[config.mk]
export PLATFORM = sky130hd
export DESIGN_NAME = rgb_to_hsl_flat
export DESIGN_NICKNAME = d
export VERILOG_FILES = /design/src/rtl/rth_pkg.sv /design/src/rtl/rth_pix_if.sv /design/src/rtl/rth_hsl_if.sv /design/src/rtl/rgb_to_hsl.sv /design/src/rtl/rth_prep.sv /design/src/rtl/rth_cell.sv /design/src/rtl/rth_fin.sv /design/src/flat_wrapper.sv
export SDC_FILE = /design/constraint.sdc
export NUM_CORES = 1
export LEC_CHECK = 0
export BUFFER_PORTS_ARGS = -buffer_cell sky130_fd_sc_hd__buf_2
export CELL_PAD_IN_SITES_DETAIL_PLACEMENT = 2
export CELL_PAD_IN_SITES_GLOBAL_PLACEMENT = 2
export CORE_AREA = 5 5 263 239
export CTS_CLUSTER_SIZE = 28
export DETAILED_ROUTE_END_ITERATION = 6
export DIE_AREA = 0 0 268 244
export HOLD_SLACK_MARGIN = 0.05
export PLACE_DENSITY = 0.81
export RECOVER_POWER = 50
export SLEW_MARGIN = 20
export SYNTH_ARGS = -nofsm -noshare
export SYNTH_HDL_FRONTEND = slang
export SYNTH_SLANG_ARGS = --single-unit
[constraint.sdc]
create_clock -name clk -period 8.5 [get_ports clk]
set_input_delay 1.275 -clock clk [delete_from_list [all_inputs] [get_ports clk]]
set_output_delay 1.275 -clock clk [all_outputs]
set_load 0.02 [all_outputs]
[src/rtl/rth_pkg.sv]
`default_nettype none
package rth_pkg;

  localparam int CHAN_W    = 8;
  localparam int HUE_W     = 9;
  localparam int QUO_W     = 8;
  localparam int NUM_W     = CHAN_W + QUO_W;
  localparam int NUM_CELLS = QUO_W;

  localparam logic [CHAN_W-1:0] HALF_SPAN  = 8'd127;
  localparam logic [CHAN_W:0]   FULL_SUM   = 9'd510;
  localparam logic [HUE_W-1:0]  GREEN_BASE = 9'd120;
  localparam logic [HUE_W-1:0]  BLUE_BASE  = 9'd240;
  localparam logic [HUE_W-1:0]  FULL_TURN  = 9'd360;

  typedef logic [1:0] sector_t;
  localparam sector_t SEC_RED   = 2'd0;
  localparam sector_t SEC_GREEN = 2'd1;
  localparam sector_t SEC_BLUE  = 2'd2;

  // one restoring division in flight: partial remainder, numerator/quotient
  // shift word, divisor
  typedef struct packed {
    logic [CHAN_W-1:0] rem;
    logic [QUO_W-1:0]  low;
    logic [CHAN_W-1:0] den;
  } div_t;

  typedef struct packed {
    div_t              sat;
    div_t              hue;
    logic [CHAN_W-1:0] light;
    sector_t           sector;
    logic              neg;
    logic              chroma;
  } cell_t;

endpackage
`default_nettype wire

[src/rtl/rth_pix_if.sv]
`default_nettype none
interface rth_pix_if import rth_pkg::*; ();
  logic              valid;
  logic              ready;
  logic [CHAN_W-1:0] red_in;
  logic [CHAN_W-1:0] green_in;
  logic [CHAN_W-1:0] blue_in;

  modport source (output valid, output red_in, output green_in, output blue_in,
                  input ready);
  modport sink (input valid, input red_in, input green_in, input blue_in,
                output ready);
endinterface
`default_nettype wire

[src/rtl/rth_hsl_if.sv]
`default_nettype none
interface rth_hsl_if import rth_pkg::*; ();
  logic              valid;
  logic              ready;
  logic [HUE_W-1:0]  hue_deg;
  logic [CHAN_W-1:0] sat_level;
  logic [CHAN_W-1:0] light_level;

  modport source (output valid, output hue_deg, output sat_level,
                  output light_level, input ready);
  modport sink (input valid, input hue_deg, input sat_level, input light_level,
                output ready);
endinterface
`default_nettype wire

[src/rtl/rgb_to_hsl.sv]
// RGB to HSL pixel converter.
// in_pix carries one 8-bit RGB pixel per word (valid/ready); out_hsl
// carries hue in degrees (0..359), saturation and lightness (0..255).
// A word moves on a rising clk edge with valid and ready both high.
// One pixel is accepted per cycle while in_pix.ready is high; each result
// is valid at the end of ten register stages: the accepting edge loads
// max/min, lightness and the numerators, eight cells that each retire one
// quotient bit of the saturation and hue divisions follow, and one output
// register forms hue.
// Every stage has its own valid bit and takes a new word when it is
// empty or its successor advances, so a stall at out_hsl fills the empty
// stages first; in_pix.ready drops only once all ten stages are full.
// A held result stays stable until taken.
// Reset (rst_n low, synchronous) empties all stages; no pixel is lost
// or repeated across a stall.
`default_nettype none
module rgb_to_hsl import rth_pkg::*; (
  input  wire logic clk,
  input  wire logic rst_n,
  rth_pix_if.sink   in_pix,
  rth_hsl_if.source out_hsl
);

  cell_t              word [0:NUM_CELLS];
  logic [NUM_CELLS:0] vld;
  logic [NUM_CELLS:0] rdy;

  rth_prep u_prep (
    .clk      (clk),
    .rst_n    (rst_n),
    .pix      (in_pix),
    .dn_word  (word[0]),
    .dn_valid (vld[0]),
    .dn_ready (rdy[0])
  );

  for (genvar i = 0; i < NUM_CELLS; i++) begin : g_cell
    rth_cell u_cell (
      .clk      (clk),
      .rst_n    (rst_n),
      .up_word  (word[i]),
      .up_valid (vld[i]),
      .up_ready (rdy[i]),
      .dn_word  (word[i+1]),
      .dn_valid (vld[i+1]),
      .dn_ready (rdy[i+1])
    );
  end

  rth_fin u_fin (
    .clk      (clk),
    .rst_n    (rst_n),
    .up_word  (word[NUM_CELLS]),
    .up_valid (vld[NUM_CELLS]),
    .up_ready (rdy[NUM_CELLS]),
    .hsl      (out_hsl)
  );

  a_hue_range: assert property (@(posedge clk) disable iff (!rst_n)
    out_hsl.valid |-> (out_hsl.hue_deg < FULL_TURN))
    else $error("hue out of range");

  a_gray_zero: assert property (@(posedge clk) disable iff (!rst_n)
    (out_hsl.valid && (out_hsl.sat_level == '0)) |-> (out_hsl.hue_deg == '0))
    else $error("zero saturation with nonzero hue");

  a_div_start: assert property (@(posedge clk) disable iff (!rst_n)
    (vld[0] && word[0].chroma) |->
      ((word[0].sat.rem < word[0].sat.den) && (word[0].hue.rem < word[0].hue.den)))
    else $error("quotient would overflow the cell chain");

endmodule
`default_nettype wire

[src/rtl/rth_prep.sv]
`default_nettype none
module rth_prep import rth_pkg::*; (
  input  wire logic clk,
  input  wire logic rst_n,
  rth_pix_if.sink   pix,
  output cell_t     dn_word,
  output logic      dn_valid,
  input  wire logic dn_ready
);

  logic              valid_r;
  cell_t             word_r;
  cell_t             word_nxt;
  logic              adv;
  logic [CHAN_W-1:0] mx;
  logic [CHAN_W-1:0] mn;
  logic [CHAN_W:0]   sum;
  logic [CHAN_W:0]   flip;
  logic [CHAN_W-1:0] light;
  logic [CHAN_W-1:0] diff;
  logic [CHAN_W-1:0] ha;
  logic [CHAN_W-1:0] hb;
  logic [CHAN_W-1:0] mag;
  logic [NUM_W-1:0]  sat_num;
  logic [NUM_W-1:0]  hue_num;
  logic              neg;
  sector_t           sector;

  assign adv       = !valid_r || dn_ready;
  assign pix.ready = adv;
  assign dn_valid  = valid_r;
  assign dn_word   = word_r;

  always_comb begin
    mx = pix.red_in;
    if (pix.green_in > mx) mx = pix.green_in;
    if (pix.blue_in > mx) mx = pix.blue_in;
    mn = pix.red_in;
    if (pix.green_in < mn) mn = pix.green_in;
    if (pix.blue_in < mn) mn = pix.blue_in;

    sum   = {1'b0, mx} + {1'b0, mn};
    flip  = FULL_SUM - sum;
    light = sum[CHAN_W:1];
    diff  = mx - mn;

    if (mx == pix.red_in) begin
      sector = SEC_RED;
      ha     = pix.green_in;
      hb     = pix.blue_in;
    end else if (mx == pix.green_in) begin
      sector = SEC_GREEN;
      ha     = pix.blue_in;
      hb     = pix.red_in;
    end else begin
      sector = SEC_BLUE;
      ha     = pix.red_in;
      hb     = pix.green_in;
    end
    neg = ha < hb;
    mag = neg ? (hb - ha) : (ha - hb);

    // diff*255 and mag*60 by shift and subtract
    sat_num = {diff, {QUO_W{1'b0}}} - {{QUO_W{1'b0}}, diff};
    hue_num = {2'b00, mag, 6'b000000} - {6'b000000, mag, 2'b00};

    word_nxt.sat.rem = sat_num[NUM_W-1:QUO_W];
    word_nxt.sat.low = sat_num[QUO_W-1:0];
    word_nxt.sat.den = (light > HALF_SPAN) ? flip[CHAN_W-1:0] : sum[CHAN_W-1:0];
    word_nxt.hue.rem = hue_num[NUM_W-1:QUO_W];
    word_nxt.hue.low = hue_num[QUO_W-1:0];
    word_nxt.hue.den = diff;
    word_nxt.light   = light;
    word_nxt.sector  = sector;
    word_nxt.neg     = neg;
    word_nxt.chroma  = (mx != mn);
  end

  always_ff @(posedge clk) begin
    if (!rst_n) begin
      valid_r <= 1'b0;
    end else if (adv) begin
      valid_r <= pix.valid;
    end
  end

  always_ff @(posedge clk) begin
    if (adv && pix.valid) begin
      word_r <= word_nxt;
    end
  end

endmodule
`default_nettype wire

[src/rtl/rth_cell.sv]
`default_nettype none
module rth_cell import rth_pkg::*; (
  input  wire logic  clk,
  input  wire logic  rst_n,
  input  wire cell_t up_word,
  input  wire logic  up_valid,
  output logic       up_ready,
  output cell_t      dn_word,
  output logic       dn_valid,
  input  wire logic  dn_ready
);

  logic  valid_r;
  cell_t word_r;
  cell_t word_nxt;

  // shift in one numerator bit, subtract the divisor when it fits
  function automatic div_t div_step(input div_t d);
    logic [CHAN_W:0] t;
    logic            fit;
    div_t            o;
    t       = {d.rem, d.low[QUO_W-1]};
    fit     = (t >= {1'b0, d.den});
    o.den   = d.den;
    o.rem   = fit ? (t[CHAN_W-1:0] - d.den) : t[CHAN_W-1:0];
    o.low   = {d.low[QUO_W-2:0], fit};
    return o;
  endfunction

  assign up_ready = !valid_r || dn_ready;
  assign dn_valid = valid_r;
  assign dn_word  = word_r;

  always_comb begin
    word_nxt     = up_word;
    word_nxt.sat = div_step(up_word.sat);
    word_nxt.hue = div_step(up_word.hue);
  end

  always_ff @(posedge clk) begin
    if (!rst_n) begin
      valid_r <= 1'b0;
    end else if (up_ready) begin
      valid_r <= up_valid;
    end
  end

  always_ff @(posedge clk) begin
    if (up_ready && up_valid) begin
      word_r <= word_nxt;
    end
  end

endmodule
`default_nettype wire

[src/rtl/rth_fin.sv]
`default_nettype none
module rth_fin import rth_pkg::*; (
  input  wire logic  clk,
  input  wire logic  rst_n,
  input  wire cell_t up_word,
  input  wire logic  up_valid,
  output logic       up_ready,
  rth_hsl_if.source  hsl
);

  logic              valid_r;
  logic [HUE_W-1:0]  hue_r;
  logic [CHAN_W-1:0] sat_r;
  logic [CHAN_W-1:0] light_r;
  logic [HUE_W-1:0]  hue_nxt;
  logic [CHAN_W-1:0] sat_nxt;
  logic [HUE_W-1:0]  q;

  assign up_ready        = !valid_r || hsl.ready;
  assign hsl.valid       = valid_r;
  assign hsl.hue_deg     = hue_r;
  assign hsl.sat_level   = sat_r;
  assign hsl.light_level = light_r;

  always_comb begin
    q = {1'b0, up_word.hue.low};
    case (up_word.sector)
      SEC_RED: begin
        if (up_word.neg) begin
          hue_nxt = FULL_TURN - q;
          if (hue_nxt == FULL_TURN) hue_nxt = '0;
        end else begin
          hue_nxt = q;
        end
      end
      SEC_GREEN: hue_nxt = up_word.neg ? (GREEN_BASE - q) : (GREEN_BASE + q);
      SEC_BLUE:  hue_nxt = up_word.neg ? (BLUE_BASE - q) : (BLUE_BASE + q);
      default:   hue_nxt = '0;
    endcase
    sat_nxt = up_word.sat.low;
    if (!up_word.chroma) begin
      hue_nxt = '0;
      sat_nxt = '0;
    end
  end

  always_ff @(posedge clk) begin
    if (!rst_n) begin
      valid_r <= 1'b0;
    end else if (up_ready) begin
      valid_r <= up_valid;
    end
  end

  always_ff @(posedge clk) begin
    if (up_ready && up_valid) begin
      hue_r   <= hue_nxt;
      sat_r   <= sat_nxt;
      light_r <= up_word.light;
    end
  end

endmodule
`default_nettype wire
[src/flat_wrapper.sv]
// flat-port wrapper written by rule: the top's interface ports become plain ports
module rgb_to_hsl_flat import rth_pkg::*;
  (clk, rst_n, in_pix_valid, in_pix_red_in, in_pix_green_in, in_pix_blue_in, in_pix_ready, out_hsl_valid, out_hsl_hue_deg, out_hsl_sat_level, out_hsl_light_level, out_hsl_ready);
  rth_pix_if in_pix_i ();
  rth_hsl_if out_hsl_i ();
  input  wire logic clk;
  input  wire logic rst_n;
  input wire logic [$bits(in_pix_i.valid)-1:0] in_pix_valid;
  input wire logic [$bits(in_pix_i.red_in)-1:0] in_pix_red_in;
  input wire logic [$bits(in_pix_i.green_in)-1:0] in_pix_green_in;
  input wire logic [$bits(in_pix_i.blue_in)-1:0] in_pix_blue_in;
  output wire logic [$bits(in_pix_i.ready)-1:0] in_pix_ready;
  output wire logic [$bits(out_hsl_i.valid)-1:0] out_hsl_valid;
  output wire logic [$bits(out_hsl_i.hue_deg)-1:0] out_hsl_hue_deg;
  output wire logic [$bits(out_hsl_i.sat_level)-1:0] out_hsl_sat_level;
  output wire logic [$bits(out_hsl_i.light_level)-1:0] out_hsl_light_level;
  input wire logic [$bits(out_hsl_i.ready)-1:0] out_hsl_ready;
  assign in_pix_i.valid = in_pix_valid;
  assign in_pix_i.red_in = in_pix_red_in;
  assign in_pix_i.green_in = in_pix_green_in;
  assign in_pix_i.blue_in = in_pix_blue_in;
  assign in_pix_ready = in_pix_i.ready;
  assign out_hsl_valid = out_hsl_i.valid;
  assign out_hsl_hue_deg = out_hsl_i.hue_deg;
  assign out_hsl_sat_level = out_hsl_i.sat_level;
  assign out_hsl_light_level = out_hsl_i.light_level;
  assign out_hsl_i.ready = out_hsl_ready;
  rgb_to_hsl u_core (.clk(clk), .rst_n(rst_n), .in_pix(in_pix_i), .out_hsl(out_hsl_i));
endmodule
==> metrics.md <==
| Metric | Value |
|---|---|
| Max-Cap Viols | `5` |
| Largest area contributor in the netlist | `edfxtp_1` |
| Layout Cells excl Fill | `just over 3000` |
| R2R Path End | `u_core.g_cell[3].u_cell.dn_word[28]$_DFFE_PP_` |
| GRT overflow | `0` |
| Register Area | `roughly 0.015 sq mm` |
| Avg Inst Size Synth | `12.1 sq um` |
| Number of post-CTS setup repair buffers | `0` |
| Commonest non-fill, non-tap cell in the layout | `edfxtp_1` |
| Min-Delay Path Class | `flip-flop to flip-flop` |
| Total Neg Setup Slack | `0 ps` |
| Slew Limit Fails | `201` |
| Core Box Area | `a little under 0.06 sq mm` |
| Synth Flop Type | `edfxtp_1` |
| Multi-input gate area | `approximately 0.0095 sq mm` |
| Worst setup margin | `437 ps` |
| Fmax | `~120 MHz` |
| Placer Congestion | `~0.85` |
| Ys Warns | `0` |
| Die Footprint | `0.0654 sq mm` |
| Yosys top cell area share | `0.579` |
| CTS clk-pin slew, worst paths | `approximately 60 ps` |
| PwrDens | `approximately 310 mW/mm^2` |
| Cells after DPL | `just under 3000` |
| Yosys reg bits | `roughly 500` |
| Failing checks | `max-capacitance violations, max-slew violations` |
| Ant. Diodes | `0` |
| Critical path arrival | `approximately 8400 ps` |
| PortBufs | `54` |
| Hold path depth | `0` |
| Fill cells | `5846` |
| Reg-to-reg slack, setup | `about 3800 ps` |
| CP startpoint kind | `primary input` |
| Critical path type | `primary input to flip-flop` |
| Hold buffers post-CTS | `0` |
| Mapped Cells | `2150` |
| Clk_lat worst skew | `roughly 640 ps` |
| Fin crit share | `0.949` |
| Clk root buf | `clkbuf_16` |
| Clk sinks | `511` |
| Global-route wire length before repair | `125 mm` |
| Peak VDD IR | `179 uV` |
| Slowest Stage Delay on Critical Path | `about 470 ps` |
| Relative max-transition margin | `-1.27` |
| DRC errors left | `0` |
| Most frequent cells in the layout | `edfxtp_1 (501), inv_1 (293), ha_1 (196)` |
| CP max FO | `26` |
| Status | `complete, but fails checks` |
| Worst-margin pin slew | `about 3400 ps` |
| # IOs | `55` |
| Mapped Nets | `around 2400` |
| Initial antenna violation count | `0` |
| Die X-Extent | `268 um` |
| Count of cell types in the netlist | `69` |
| Post-synth EDFFs | `between 500 and 600` |
| CTS max path bufs | `3` |
| Die Ht | `~240 um` |
| Final Hold Viols | `0` |
| Register area share after synthesis | `0.587` |
| Clk_skew | `19.6 ps` |
| CTS tree | `built` |
| Post-cts gate resize count | `0` |
| Min Tclk post-route | `between 8000 and 9000 ps` |
| RSZ-0062 raised after global routing | `false` |
| Pre-CTS setup slack | `-182 ps` |
| Crit path to | `u_core.u_prep.dn_word[32]$_DFFE_PP_` |
| Worst path slowest cell | `o31ai_1` |
| Vias in the first global route | `20016` |
| Antenna viol nets, final | `0` |
| DRT Wirelength | `between 80 and 90 mm` |
| Post-DP HPWL | `~58 mm` |
| Vias per std cell | `roughly 5.8` |
| Crit. End Element | `flip-flop` |
| Pin count of the biggest net entering global routing | `between 50 and 60` |
| All-Layer GR Usage | `0.250` |
| Wirelength per Cell | `about 27 um` |
| Largest cells by area after synthesis | `edfxtp_1 (58%), ha_1 (9.4%), inv_1 (4.2%), o21ai_0 (3.0%), a21oi_1 (2.6%)` |
| Total power | `between 9000 and 10000 uW` |
| Endpoints failing setup | `0` |
| RR Startpoint | `u_core.g_cell[2].u_cell.dn_word[13]$_DFFE_PP_` |
| CTS H-Tree Depth | `2` |
| R2r worst-path depth | `12` |
| Initial core utilization | `0.436` |
| Vias | `roughly 18000` |
| Async set-reset flop share out of synthesis | `0` |
| Nets@finish | `approximately 2500` |
| Drt first pass iters | `5` |
| Worst Setup SP | `in_pix_red_in[1]` |
| Leak | `about 0.011 uW` |
| Num CTS Buffers | `55` |
| Area growth syn-to-layout | `11.6%` |
| 1st-iter DRT viols | `roughly 1200` |
| CP required | `between 8000 and 9000 ps` |
| Area of the mapped netlist | `0.0260 sq mm` |
| Share of cells above drive strength 1 | `0.0705` |
| Cell row count | `85` |
cell families (layout without fill, tap and decap cells):
family | count (synthesis) | count (layout) | share of synthesized area
multiplexers | 42 | 42 | 0.0165
buffers and inverters | 354 | 472 | 0.0523
AND/OR/NAND/NOR | 445 | 445 | 0.0854
XOR/XNOR | 125 | 125 | 0.0422
flip-flops | 511 | 511 | 0.587
AO/OA/AOI/OAI | 459 | 459 | 0.108
adder cells (fa/ha/maj) | 214 | 214 | 0.108
through the flow:
stage | hold WS, ps | instance area (sq um) | utilization
after floorplan | 400 | 26000 | -
after CTS | 416 | 29000 | 0.487
after global routing | 414 | 29000 | 0.487
after detailed placement | 406 | 27200 | 0.458
final | 418 | 29000 | 0.487
after global placement | 402 | 27200 | 0.458
synthesized netlist by cell type (4+ instances only):
cell type / n
nor3b_1: 4
clkbuf_1: 44
ha_1: 196
buf_1: 4
buf_2: 8
a21oi_1: 135
xor2_1: 66
and3_1: 37
edfxtp_1: 501
and2_1: 15
nand4_1: 30
mux2_2: 7
dfxtp_1: 10
a21boi_0: 7
nand3_1: 17
mux2i_1: 35
a211oi_1: 7
a21o_1: 34
a31oi_1: 8
o31ai_1: 28
o211ai_1: 6
o211a_1: 13
o21ai_0: 155
nand2b_1: 10
nor4_1: 9
o21a_1: 14
or4_1: 16
fa_1: 18
nor3_1: 14
o21bai_1: 23
inv_1: 293
xnor2_1: 59
nor2b_1: 51
nand2_1: 128
nor2_1: 102
final cells by class:
class / instances / area share
Sequential cell: 511 / 0.526
Timing Repair Buffer: 77 / 0.0144
Inverter: 294 / 0.0381
Clock buffer: 63 / 0.0485
Multi-Input combinational cell: 1285 / 0.327
Clock inverter: 38 / 0.0126
Tap cell: 783 / 0.0338
worst max-delay path: cells and delay by family:
kind / cells / cell delay [ps]
multiplexers: 2 / 500
adder cells (fa/ha/maj): 3 / 1010
buffers and inverters: 5 / 950
AO/OA/AOI/OAI: 13 / 3300
XOR/XNOR: 1 / 170
AND/OR/NAND/NOR: 7 / 1180
how the worst min path moves through the flow:
stage	from	end	slack, ps
6_report	u_core.g_cell[3].u_cell.dn_word[5]$_DFFE_PP_	u_core.g_cell[4].u_cell.dn_word[5]$_DFFE_PP_	420
5_1_grt	u_core.g_cell[3].u_cell.dn_word[5]$_DFFE_PP_	u_core.g_cell[4].u_cell.dn_word[5]$_DFFE_PP_	410
4_1_cts	u_core.g_cell[3].u_cell.dn_word[5]$_DFFE_PP_	u_core.g_cell[4].u_cell.dn_word[5]$_DFFE_PP_	420
3_5_place_dp	u_core.g_cell[0].u_cell.dn_word[25]$_DFFE_PP_	u_core.g_cell[1].u_cell.dn_word[26]$_DFFE_PP_	410
3_3_place_gp	u_core.g_cell[0].u_cell.dn_word[5]$_DFFE_PP_	u_core.g_cell[1].u_cell.dn_word[5]$_DFFE_PP_	400
2_1_floorplan	u_core.u_prep.dn_word[0]$_DFFE_PP_	u_core.g_cell[0].u_cell.dn_word[0]$_DFFE_PP_	400
power by group:
| group | internal, uW | switching [uW] | total [uW] |
|---|---|---|---|
| Sequential | 3220 | 181 | 3400 |
| Combinational | 1170 | 2030 | 3190 |
| Clock | 1370 | 1070 | 2440 |
| Total | 5760 | 3280 | 9040 |
registers in the layout, summed over array words and instances (netlist names):
signal / cells
u_core.u_prep.dn_valid: 1
u_core.u_prep.dn_word: 55
u_core.g_cell.u_cell.dn_word: 421
u_core.u_fin.hsl.light_level: 8
u_core.u_fin.hsl.valid: 1
u_core.u_fin.hsl.sat_level: 8
u_core.g_cell.u_cell.dn_valid: 8
u_core.u_fin.hsl.hue_deg: 9
layer usage:
layer	wire length, um	track usage	up-vias
li1	-	-	7816
met1	30400	0.273	9020
met2	44300	0.473	502
met3	3090	0.0351	243
met4	4540	0.121	0
met5	0	0	-
No activity file was read; power rests on OpenSTA's default activity.
